`config.mk`:
```
export PLATFORM = sky130hd
export DESIGN_NAME = union_find_min_root_flat
export DESIGN_NICKNAME = d
export VERILOG_FILES = /design/src/rtl/core/ufmr_pkg.sv /design/src/rtl/core/ufmr_req_if.sv /design/src/rtl/core/ufmr_rsp_if.sv /design/src/rtl/core/ufmr_ctrl.sv /design/src/rtl/core/ufmr_dp.sv /design/src/rtl/core/union_find_min_root.sv /design/src/flat_wrapper.sv
export SDC_FILE = /design/constraint.sdc
export NUM_CORES = 2
export LEC_CHECK = 0
export BUFFER_PORTS_ARGS = -buffer_cell sky130_fd_sc_hd__buf_2
export CAP_MARGIN = 20
export CORE_MARGIN = 5
export CORE_UTILIZATION = 50
export DETAILED_ROUTE_END_ITERATION = 8
export GPL_TIMING_DRIVEN = 0
export PLACE_DENSITY = 0.73
export REMOVE_ABC_BUFFERS = 1
export SLEW_MARGIN = 20
export SYNTH_ARGS = -nofsm -noshare
export SYNTH_HDL_FRONTEND = slang
export SYNTH_HIERARCHICAL = 1
export SYNTH_SLANG_ARGS = --single-unit
```
`constraint.sdc`:
```
create_clock -name clk -period 28.7 [get_ports clk]
set_input_delay 2.87 -clock clk [delete_from_list [all_inputs] [get_ports clk]]
set_output_delay 2.87 -clock clk [all_outputs]
set_load 0.01 [all_outputs]
```
`src/rtl/core/ufmr_pkg.sv`:
```
// Shared types and constants for the union-find engine.
// Holds the controller state enum and the command/status structs.
// No dependencies.
package ufmr_pkg;

	// Node id width and the number of ids it can name
	localparam int ID_W    = 8;
	localparam int ID_SPAN = 1 << ID_W;

	typedef logic [ID_W-1:0] node_t;

	// Controller states
	typedef enum logic [2:0] {
		ST_IDLE,
		ST_START,
		ST_CHASE,
		ST_COMP,
		ST_PASS_END,
		ST_LINK,
		ST_DONE
	} state_t;

	// Controller to datapath
	typedef struct packed {
		logic load;        // capture the accepted request
		logic begin_walk;  // cur <= walk node, read its link
		logic root_x;      // root <= walk node (out-of-range node)
		logic step_chase;  // cur <= link, read next link
		logic set_root;    // root <= cur
		logic step_comp;   // parent[cur] <= root, cur <= link, read next link
		logic save_ra;     // keep root of node_a, clear merged
		logic pass_b;      // second walk uses node_b
		logic link;        // hang larger root under smaller one
		logic emit;        // load the response register
	} dp_cmd_t;

	// Datapath to controller
	typedef struct packed {
		logic x_in;        // walk node has a table entry
		logic at_root;     // link just read points to itself
		logic pass_b;      // second walk in progress
		logic unite;       // request is a unite
		logic can_merge;   // both nodes in range and roots differ
		logic out_busy;    // response register full and not taken
	} dp_sts_t;

endpackage

```
`src/rtl/core/ufmr_req_if.sv`:
```
// Request channel of the union-find engine: valid/ready plus payload.
// Depends on ufmr_pkg.
interface ufmr_req_if;
	logic                valid;
	logic                ready;
	logic                command;
	ufmr_pkg::node_t     node_a;
	ufmr_pkg::node_t     node_b;

	modport source (output valid, command, node_a, node_b, input ready);
	modport sink   (input valid, command, node_a, node_b, output ready);
endinterface

```
`src/rtl/core/ufmr_rsp_if.sv`:
```
// Response channel of the union-find engine: valid/ready plus payload.
// Depends on ufmr_pkg.
interface ufmr_rsp_if;
	logic                valid;
	logic                ready;
	ufmr_pkg::node_t     root;
	logic                merged;

	modport source (output valid, root, merged, input ready);
	modport sink   (input valid, root, merged, output ready);
endinterface

```
`src/rtl/core/ufmr_ctrl.sv`:
```
// Controller of the union-find engine: sequences link chase, path
// compression, linking and response. Depends on ufmr_pkg.
module ufmr_ctrl (
	input  logic               clk,
	input  logic               arst_n,
	input  logic               req_valid,
	output logic               req_ready,
	input  ufmr_pkg::dp_sts_t  sts,
	output ufmr_pkg::dp_cmd_t  cmd
);

	ufmr_pkg::state_t state_q, state_d;

	// State register
	always_ff @(posedge clk or negedge arst_n) begin
		if (!arst_n) begin
			state_q <= ufmr_pkg::ST_IDLE;
		end else begin
			state_q <= state_d;
		end
	end

	// Next state and commands
	always_comb begin
		state_d   = state_q;
		cmd       = '0;
		req_ready = 1'b0;
		unique case (state_q)
			ufmr_pkg::ST_IDLE: begin
				req_ready = 1'b1;
				if (req_valid) begin
					cmd.load = 1'b1;
					state_d  = ufmr_pkg::ST_START;
				end
			end
			ufmr_pkg::ST_START: begin
				cmd.begin_walk = 1'b1;
				cmd.root_x     = 1'b1;
				state_d = sts.x_in ? ufmr_pkg::ST_CHASE : ufmr_pkg::ST_PASS_END;
			end
			ufmr_pkg::ST_CHASE: begin
				if (sts.at_root) begin
					// root found: restart at the walk node to compress
					cmd.set_root   = 1'b1;
					cmd.begin_walk = 1'b1;
					state_d        = ufmr_pkg::ST_COMP;
				end else begin
					cmd.step_chase = 1'b1;
				end
			end
			ufmr_pkg::ST_COMP: begin
				if (sts.at_root) begin
					state_d = ufmr_pkg::ST_PASS_END;
				end else begin
					cmd.step_comp = 1'b1;
				end
			end
			ufmr_pkg::ST_PASS_END: begin
				if (!sts.pass_b) begin
					cmd.save_ra = 1'b1;
					if (sts.unite) begin
						cmd.pass_b = 1'b1;
						state_d    = ufmr_pkg::ST_START;
					end else begin
						state_d = ufmr_pkg::ST_DONE;
					end
				end else begin
					state_d = sts.can_merge ? ufmr_pkg::ST_LINK : ufmr_pkg::ST_DONE;
				end
			end
			ufmr_pkg::ST_LINK: begin
				cmd.link = 1'b1;
				state_d  = ufmr_pkg::ST_DONE;
			end
			ufmr_pkg::ST_DONE: begin
				if (!sts.out_busy) begin
					cmd.emit = 1'b1;
					state_d  = ufmr_pkg::ST_IDLE;
				end
			end
			default: begin
				state_d = ufmr_pkg::ST_IDLE;
			end
		endcase
	end

endmodule

```
`src/rtl/core/ufmr_dp.sv`:
```
// Datapath of the union-find engine: parent table memory with per-entry
// valid bits, walk registers and the response register. Depends on ufmr_pkg.
module ufmr_dp #(
	parameter int NODES = 256
) (
	input  logic               clk,
	input  logic               arst_n,
	input  ufmr_pkg::dp_cmd_t  cmd,
	output ufmr_pkg::dp_sts_t  sts,
	input  logic               in_command,
	input  ufmr_pkg::node_t    in_node_a,
	input  ufmr_pkg::node_t    in_node_b,
	output logic               out_valid,
	input  logic               out_ready,
	output ufmr_pkg::node_t    out_root,
	output logic               out_merged
);

	// Only ids an 8-bit field can name get a table entry
	localparam int DEPTH = (NODES < ufmr_pkg::ID_SPAN) ? NODES : ufmr_pkg::ID_SPAN;
	localparam int AW    = $clog2(DEPTH);

	// Request and walk registers
	logic            cmd_q;
	ufmr_pkg::node_t a_q, b_q, cur_q, root_q, ra_q;
	logic            merged_q;
	logic            pass_q;

	// Response register
	logic            out_vld_q;
	ufmr_pkg::node_t out_root_q;
	logic            out_merged_q;

	// Parent table, its valid bits and the registered read
	ufmr_pkg::node_t mem_q [DEPTH];
	logic [DEPTH-1:0] vld_q;
	ufmr_pkg::node_t mem_rd_q;
	logic            rvld_q;
	logic [AW-1:0]   raddr_q;

	ufmr_pkg::node_t x, rd_data, lo, hi, wdata;
	logic [AW-1:0]   raddr, waddr;
	logic            rd_en, wen;
	logic            x_in, a_in, b_in;

	// Walk node and range checks
	assign x    = pass_q ? b_q : a_q;
	assign x_in = (32'(x) < NODES);
	assign a_in = (32'(a_q) < NODES);
	assign b_in = (32'(b_q) < NODES);

	// An entry never written still holds its own index
	assign rd_data = rvld_q ? mem_rd_q : ufmr_pkg::ID_W'(raddr_q);

	// Read port: start of a walk or follow the link just read
	assign rd_en = cmd.begin_walk | cmd.step_chase | cmd.step_comp;
	assign raddr = cmd.begin_walk ? x[AW-1:0] : rd_data[AW-1:0];

	// Write port: compression rewrite or root link
	assign lo    = (ra_q < root_q) ? ra_q : root_q;
	assign hi    = (ra_q < root_q) ? root_q : ra_q;
	assign wen   = cmd.step_comp | cmd.link;
	assign waddr = cmd.step_comp ? cur_q[AW-1:0] : hi[AW-1:0];
	assign wdata = cmd.step_comp ? root_q : lo;

	// Table storage and registered read
	always_ff @(posedge clk) begin
		if (wen) begin
			mem_q[waddr] <= wdata;
		end
		if (rd_en) begin
			mem_rd_q <= mem_q[raddr];
			rvld_q   <= vld_q[raddr];
			raddr_q  <= raddr;
		end
	end

	// Valid bits: cleared by reset, set on first write
	always_ff @(posedge clk or negedge arst_n) begin
		if (!arst_n) begin
			vld_q <= '0;
		end else if (wen) begin
			vld_q[waddr] <= 1'b1;
		end
	end

	// Request capture and walk state
	always_ff @(posedge clk) begin
		if (cmd.load) begin
			cmd_q <= in_command;
			a_q   <= in_node_a;
			b_q   <= in_node_b;
		end
		if (cmd.begin_walk) begin
			cur_q <= x;
		end else if (cmd.step_chase || cmd.step_comp) begin
			cur_q <= rd_data;
		end
		if (cmd.set_root) begin
			root_q <= cur_q;
		end else if (cmd.root_x) begin
			root_q <= x;
		end
		if (cmd.save_ra) begin
			ra_q     <= root_q;
			merged_q <= 1'b0;
		end else if (cmd.link) begin
			ra_q     <= lo;
			merged_q <= 1'b1;
		end
	end

	// Second walk flag
	always_ff @(posedge clk or negedge arst_n) begin
		if (!arst_n) begin
			pass_q <= 1'b0;
		end else if (cmd.load) begin
			pass_q <= 1'b0;
		end else if (cmd.pass_b) begin
			pass_q <= 1'b1;
		end
	end

	// Response register
	always_ff @(posedge clk or negedge arst_n) begin
		if (!arst_n) begin
			out_vld_q <= 1'b0;
		end else if (cmd.emit) begin
			out_vld_q <= 1'b1;
		end else if (out_ready) begin
			out_vld_q <= 1'b0;
		end
	end

	always_ff @(posedge clk) begin
		if (cmd.emit) begin
			out_root_q   <= ra_q;
			out_merged_q <= merged_q;
		end
	end

	assign out_valid  = out_vld_q;
	assign out_root   = out_root_q;
	assign out_merged = out_merged_q;

	// Status to the controller
	assign sts.x_in      = x_in;
	assign sts.at_root   = (rd_data == cur_q);
	assign sts.pass_b    = pass_q;
	assign sts.unite     = cmd_q;
	assign sts.can_merge = a_in & b_in & (ra_q != root_q);
	assign sts.out_busy  = out_vld_q & ~out_ready;

endmodule

```
`src/rtl/core/union_find_min_root.sv`:
```
// Union-find engine with full path compression; every root is the least id
// of its set. One request is worked at a time. The parent table has a single
// read and a single write port, so a walk follows one link per cycle: a find
// chases links from its node to the root, then walks them again to hang each
// node under that root, and raises its response after both walks. A find on
// an id with no table entry responds without a walk. A unite responds after
// its two finds, plus a link step when it links two sets. Compression keeps
// later walks short for repeated requests. A response that is not taken holds
// the engine before its next response until the output register frees up.
// The table needs no clearing pass after reset: per-entry valid bits make an
// unwritten entry point to itself. A new request is taken while the last
// response still waits in its output register.
module union_find_min_root #(
	parameter int NODES = 256
) (
	input  logic        clk,
	input  logic        arst_n,
	ufmr_req_if.sink    req,
	ufmr_rsp_if.source  rsp
);

	ufmr_pkg::dp_cmd_t cmd;
	ufmr_pkg::dp_sts_t sts;

	// Sequencer
	ufmr_ctrl u_ctrl (
		.clk       (clk),
		.arst_n    (arst_n),
		.req_valid (req.valid),
		.req_ready (req.ready),
		.sts       (sts),
		.cmd       (cmd)
	);

	// Table and walk registers
	ufmr_dp #(
		.NODES (NODES)
	) u_dp (
		.clk        (clk),
		.arst_n     (arst_n),
		.cmd        (cmd),
		.sts        (sts),
		.in_command (req.command),
		.in_node_a  (req.node_a),
		.in_node_b  (req.node_b),
		.out_valid  (rsp.valid),
		.out_ready  (rsp.ready),
		.out_root   (rsp.root),
		.out_merged (rsp.merged)
	);

endmodule

```
`src/flat_wrapper.sv`:
```
// flat-port wrapper written by rule: the top's interface ports become plain ports
module union_find_min_root_flat 
#(
	parameter int NODES = 256
)
  (clk, arst_n, req_valid, req_command, req_node_a, req_node_b, req_ready, rsp_valid, rsp_root, rsp_merged, rsp_ready);
  ufmr_req_if req_i ();
  ufmr_rsp_if rsp_i ();
  input  logic clk;
  input  logic arst_n;
  input wire logic [$bits(req_i.valid)-1:0] req_valid;
  input wire logic [$bits(req_i.command)-1:0] req_command;
  input wire logic [$bits(req_i.node_a)-1:0] req_node_a;
  input wire logic [$bits(req_i.node_b)-1:0] req_node_b;
  output wire logic [$bits(req_i.ready)-1:0] req_ready;
  output wire logic [$bits(rsp_i.valid)-1:0] rsp_valid;
  output wire logic [$bits(rsp_i.root)-1:0] rsp_root;
  output wire logic [$bits(rsp_i.merged)-1:0] rsp_merged;
  input wire logic [$bits(rsp_i.ready)-1:0] rsp_ready;
  assign req_i.valid = req_valid;
  assign req_i.command = req_command;
  assign req_i.node_a = req_node_a;
  assign req_i.node_b = req_node_b;
  assign req_ready = req_i.ready;
  assign rsp_valid = rsp_i.valid;
  assign rsp_root = rsp_i.root;
  assign rsp_merged = rsp_i.merged;
  assign rsp_i.ready = rsp_ready;
  union_find_min_root #(.NODES(NODES)) u_core (.clk(clk), .arst_n(arst_n), .req(req_i), .rsp(rsp_i));
endmodule
```
# Word level (Yosys, flattened, before mapping)
# Memory sizes are Yosys's and may differ from the RTL's. A register that Yosys moved wholly into a read port is not among the register bits.
# Index checks and enable logic that the tools add are counted.
dict set report classes {
  n_reduce_logical 9
  multipliers 0
  n_bitwise 6
  order_cmp 4
  mux 46
  add_sub_neg 0
  div 0
  n_eq_ne 12
  shifts 0
}
# operator n
set ops {}
lappend ops {{bitwise OR 256 bit} 1}
lappend ops {{2-to-1 mux 8 bit} 13}
lappend ops {{one-hot mux 3 bit (7 select lines)} 1}
lappend ops {{2-to-1 mux 1 bit} 19}
lappend ops {{< comparator 8 x 9 -> 1 bit (second input constant)} 2}
lappend ops {{2-to-1 mux 3 bit} 6}
lappend ops {{nonzero test 2 bit} 5}
lappend ops {{equality test 3 bit (second input constant)} 3}
lappend ops {{binary-select mux 1 bit (select 8 bit)} 1}
lappend ops {{demux 1 bit (select 8 bit)} 1}
lappend ops {{equality test 8 bit} 1}
lappend ops {{>= comparator 8 x 1 -> 1 bit (second input constant)} 1}
lappend ops {{< comparator 8 bit} 1}
lappend ops {{2-to-1 mux 2 bit} 4}
lappend ops {{!= test 8 bit} 1}
lappend ops {{equality test 3 x 2 -> 1 bit (second input constant)} 2}
lappend ops {{!= test 2 x 1 -> 1 bit (second input constant)} 2}
lappend ops {{!= test 2 bit (second input constant)} 2}
lappend ops {{AND reduction 4 bit} 1}
lappend ops {{equality test 3 x 1 -> 1 bit (second input constant)} 1}
lappend ops {{logical NOT 3 bit} 1}
lappend ops {{bitwise OR 1 bit} 3}
lappend ops {{one-hot mux 1 bit (2 select lines)} 1}
lappend ops {{bitwise AND 1 bit} 1}
lappend ops {{3 further kinds} 3}
dict set report word_totals {
  wordCells 93
  regBits 321
  ramBits 2048
  latch_bits 0
  n_memories 1
  mem_bits_ro 0
  in_bits 21
}
# name depth width read_ports rd_clocked_by_memory_dff wr line
set mem_list {}
lappend mem_list {u_core.u_dp.mem_q 256 8 1 1 1 ufmr_dp.sv:35} ;# ufmr_pkg::node_t mem_q [DEPTH];

# Logic depth before layout (Yosys ltp)
dict set report depth {
  word_depth 10
  depth_mapped 21
  depth_no_buf 15
}

# Modules after synthesis
# The synthesis kept the hierarchy.
# module seq_area_each_um2 cells_each n_inst area_each_um2
set modules_own_cells {}
lappend modules_own_cells {ufmr_dp 69987.1 6546 1 94914.8}
lappend modules_own_cells {ufmr_ctrl 75.1 39 1 330.3}

# Worst setup path after synthesis
# OpenSTA, ideal clock, no wires.
dict set report synth_timing {
  path_kind {reg2reg}
  from {register u_core.u_dp.rvld_q}
  to {memory u_core/u_dp/mem_q[0][0] in the netlist's numbering (data pin)}
  arrival_ns 12.310
  t_required_ns 26.503
  setup_slack_ns 14.193
  setup_ns 2.197
  stages_incl_launch_ff 12
  cell_sequence {edfxtp_1 > buf_4 > mux2_2 > xnor2_1 > nand4_1 > nor2_1 > nand2b_1 > nor2_1 > inv_1 > clkbuf_1 > nand3_1 > o21ai_0}
}
# item line
set synth_rtl {}
lappend synth_rtl {{start, declared} ufmr_dp.sv:38} ;# logic rvld_q;
lappend synth_rtl {{start signal, assigned} ufmr_dp.sv:73} ;# rvld_q <= vld_q[raddr];
lappend synth_rtl {{end, declared} ufmr_dp.sv:35}

==> flow_metrics.env <==
export IMPL_port_buffers=31
export IMPL_crit_chain="mux2i_1 > xor2_1 > nand4_1 > nor2_1 > nand2_1 > o22ai_4 > mux2i_4 > buf_16 > buf_16 > buf_16 > buf_16 > buf_16 > inv_8 > buf_16 > buf_16 > buf_16 > buf_16 > mux4_2 > a2111oi_0 > o32ai_1 > o2111ai_1 > mux2i_1"
export IMPL_cts_hold_fix_buffers=0
export IMPL_drt_total_wl_mm=259
export IMPL_cts_resized=0
export IMPL_syn_inst=6585
export IMPL_syn_area_um2=95200
export IMPL_maxSlewViolCount=0
export IMPL_antenna_found_initial=9
export IMPL_die_h_um=446
export IMPL_ys_seq_elements=2377
export IMPL_gp_congestion=0.855
export IMPL_initial_utilization=0.502
export IMPL_cts_root_buf="clkbuf_16"
export IMPL_h_tree_depth=4
export IMPL_gr_total_overflow=0
export IMPL_drtIter0Drc=8276
export IMPL_seq_power_share=0.556
export IMPL_p_comb_frac=0.001
export IMPL_track_usage=0.257
export IMPL_cap_viol_max_count=0
export IMPL_design_die_area_um2=199000
export IMPL_grt_pass1_vias=57900
export IMPL_synth_area_leaders="edfxtp_1 67%, dfrtp_1 6.9%, nand2_1 4.8%, mux2i_1 4.8%, mux4_2 2.1%"
export IMPL_tightest_slew_ns=1.29
export IMPL_finalClockSkew_ns=0.119
export IMPL_clkTransAtPathRegs_ns=0.06
export IMPL_max_slew_margin=0.136
export IMPL_clock_sinks=2377
export IMPL_fin_ws_ns=19.44
export IMPL_coreArea_um2=190000
export IMPL_ys_flop_type="edfxtp_1"
export IMPL_drc=0
export IMPL_grt_max_degree=117
export IMPL_fmax_mhz=108
export IMPL_cpMaxStageDelayCell="a2111oi_0"
export IMPL_hp_class="flip-flop to flip-flop"
export IMPL_cp_start_kind="flip-flop"
export IMPL_clkPwrFrac=0.443
export IMPL_status="complete, no violations"
export IMPL_synth_warnings=6
export IMPL_synth_top_cell_area_share=0.667
export IMPL_wl_per_cell_um=27.7
export IMPL_crit_path_max_fanout=102
export IMPL_post_cts_setup_buffers=0
export IMPL_die_w_um=446
export IMPL_fin_hold_ws_ns=0.457
export IMPL_hpwl_mm=161
export IMPL_critPathRequiredTime_ns=29.29
export IMPL_cts_tree="done"
export IMPL_slowest_delay_ns=0.99
export IMPL_power_leakage_uw=0.0373
export IMPL_min_period_over_period=0.323
export IMPL_floorplan_io_pins=32
export IMPL_hold_violations=0
export IMPL_ys_async_sr_fraction=0.110
export IMPL_antenna_left=0
export IMPL_rows=160
export IMPL_crit_top_cell="buf_16"
export IMPL_r2r_slack_ns=19.44
export IMPL_p_sw_uw=1310
export IMPL_viasPerCell=6.32
export IMPL_clockBufferDepth=3
export IMPL_grt_first_pass_wirelength_mm=382
export IMPL_place_ws_ns=19.72
export IMPL_synth_edf_count=2115
export IMPL_cts_buffers=225
export IMPL_yosysTopAreaCell="edfxtp_1"
export IMPL_syn_area_per_cell_um2=14.5
export IMPL_final_nets=6665
export IMPL_clk_latency_ns=0.90
export IMPL_ir_drop_v=0.0000635
export IMPL_ys_seq_area_frac=0.736
export IMPL_grt_setup_unrepaired="false"
export IMPL_layout_drive_gt1_share=0.126
export IMPL_crit_buf_inv=10
export IMPL_internal_power_uw=5370
export IMPL_area_growth_pct=15.0
export IMPL_yosysUniqueCellTypes=71
export IMPL_switching_share=0.196
export IMPL_finalCriticalPeriod_ns=9.26
export IMPL_path_class="flip-flop to flip-flop"
export IMPL_critical_path_top_delay_family="buffers and inverters"
export IMPL_critPathCaptureType="flip-flop"
export IMPL_crit_arrival_ns=9.85
export IMPL_power_density_nw_per_um2=61.0
export IMPL_setup_viol=0
export IMPL_via_count=59100
export IMPL_dr_pass1_iters=7
[final cells by class]
cell class | count | area, µm²
Antenna cell | 3 | 7.51
Clock buffer | 287 | 6000
Clock inverter | 137 | 1420
Fill cell | 13800 | 80300
Inverter | 88 | 358
Multi-Input combinational cell | 3650 | 23500
Sequential cell | 2377 | 70100
Tap cell | 2511 | 3140
Timing Repair Buffer | 294 | 5000
[Yosys cell counts (8+ instances only)]
library cell     n
nand3_1        328
ha_1             8
o21ai_0         12
mux4_2          90
o22ai_1         68
o32ai_1         50
mux2_2          25
buf_2          141
o211ai_1         8
a2111oi_0       77
dfrtp_1        261
nand4_1         31
a31oi_1         73
o31ai_1         64
edfxtp_1      2115
nor2_1         217
mux2i_1        452
o221ai_1        69
clkbuf_1       264
nand2_1       1225
buf_4           20
nor3_1         103
a21oi_1        323
inv_1           82
o21bai_1       192
nor4_1          77
o2111ai_1       64
buf_1           38
[flip-flops by register name, summed over array words and instances (netlist names)]
| signal | count |
|---|---|
| u_core/u_dp/rvld_q | 1 |
| u_core/u_dp/pass_q | 1 |
| u_core/u_dp/cur_q | 8 |
| u_core/u_dp/mem_q | 2048 |
| u_core/u_dp/b_q | 8 |
| u_core/u_dp/mem_rd_q | 8 |
| u_core/u_dp/out_valid | 1 |
| u_core/u_dp/merged_q | 1 |
| u_core/u_dp/vld_q | 256 |
| u_core/u_dp/raddr_q | 8 |
| u_core/u_dp/cmd_q | 1 |
| u_core/u_ctrl/state_q | 3 |
| u_core/u_dp/out_root | 8 |
| u_core/u_dp/a_q | 8 |
| u_core/u_dp/root_q | 8 |
| u_core/u_dp/out_merged | 1 |
| u_core/u_dp/ra_q | 8 |
[path summary, 6_finish.rpt]
check                                               end                 start  cells past startpoint
max in group asynchronous        u_core/u_dp/vld_q[237]                arst_n                      3
min in group asynchronous            u_core/u_dp/pass_q                arst_n                      1
worst min register to register   u_core/u_dp/out_merged  u_core/u_dp/merged_q                      0
worst min-delay path             u_core/u_dp/out_merged  u_core/u_dp/merged_q                      0
worst max-delay path            u_core/u_dp/mem_rd_q[3]    u_core/u_dp/rvld_q                     22
worst max register to register  u_core/u_dp/mem_rd_q[3]    u_core/u_dp/rvld_q                     22
[power groups by stage]
stage	sequential [µW]	clock, µW	combinational [µW]
detailed placement	3790	0	10.3
global placement	3790	0	8.82
floorplan	3790	0	0.0388
global route	3710	3130	11.5
CTS	3710	2990	10.3
finish	3710	2960	9.86
[layout by cell type (no fill, tap or decap), types with 8 or more instances in the layout]
cell        instances
buf_16            111
a2111oi_0          67
mux2i_1           449
o32ai_1            42
clkbuf_1           48
bufinv_16          19
mux4_2             90
clkinv_2           36
buf_4              26
o2111ai_1          64
clkinv_1           50
nor4_1             77
nor3_2             62
buf_8              33
o21ai_0            11
o211ai_1            8
mux2_8              8
nor3_1             42
o21bai_1          192
a31oi_1            71
clkbuf_8           14
nand3_1           326
a21oi_1           321
edfxtp_1         2115
o221ai_1           69
clkbuf_16         225
o32ai_2             8
ha_1                8
dfrtp_1           260
mux2_2             16
nand4_1            31
clkinvlp_4         11
buf_2              30
nand2_1          1220
o31ai_1            64
a2111oi_1          10
nor2_1            217
inv_1              81
o22ai_1            66
buf_6              86
[per-stage QoR]
stage	instance area (µm²)	utilization	setup TNS [ns]	cells	total power, µW
floorplan	93200	-	-208.85	6115	3790
global placement	96500	0.508	-904.03	8657	3800
detailed placement	102000	0.537	0	8919	3800
CTS	109000	0.576	0	9343	6710
global route	110000	0.577	0	9344	6860
finish	110000	0.577	0	9347	6680
[routing by layer]
metal,vias to the layer above,track usage,part of all wire
met5,-,0,0.00024
met4,10,0.131,0.057
met3,769,0.0592,0.12
met2,3759,0.398,0.46
met1,29500,0.343,0.36
li1,25100,-,-
[kinds of logic (layout without fill, tap and decap cells)]
family,after synthesis,count (layout),share of synthesized area
flip-flops,2377,2377,0.736
AND/OR/NAND/NOR,2025,2025,0.0901
buffers and inverters,558,806,0.0252
XOR/XNOR,8,8,0.000736
adder cells (fa/ha/maj),8,8,0.00105
multiplexers,569,569,0.0721
AO/OA/AOI/OAI,1039,1039,0.0751
other,1,4,0.0000394
(Power assumes the default switching activity.)
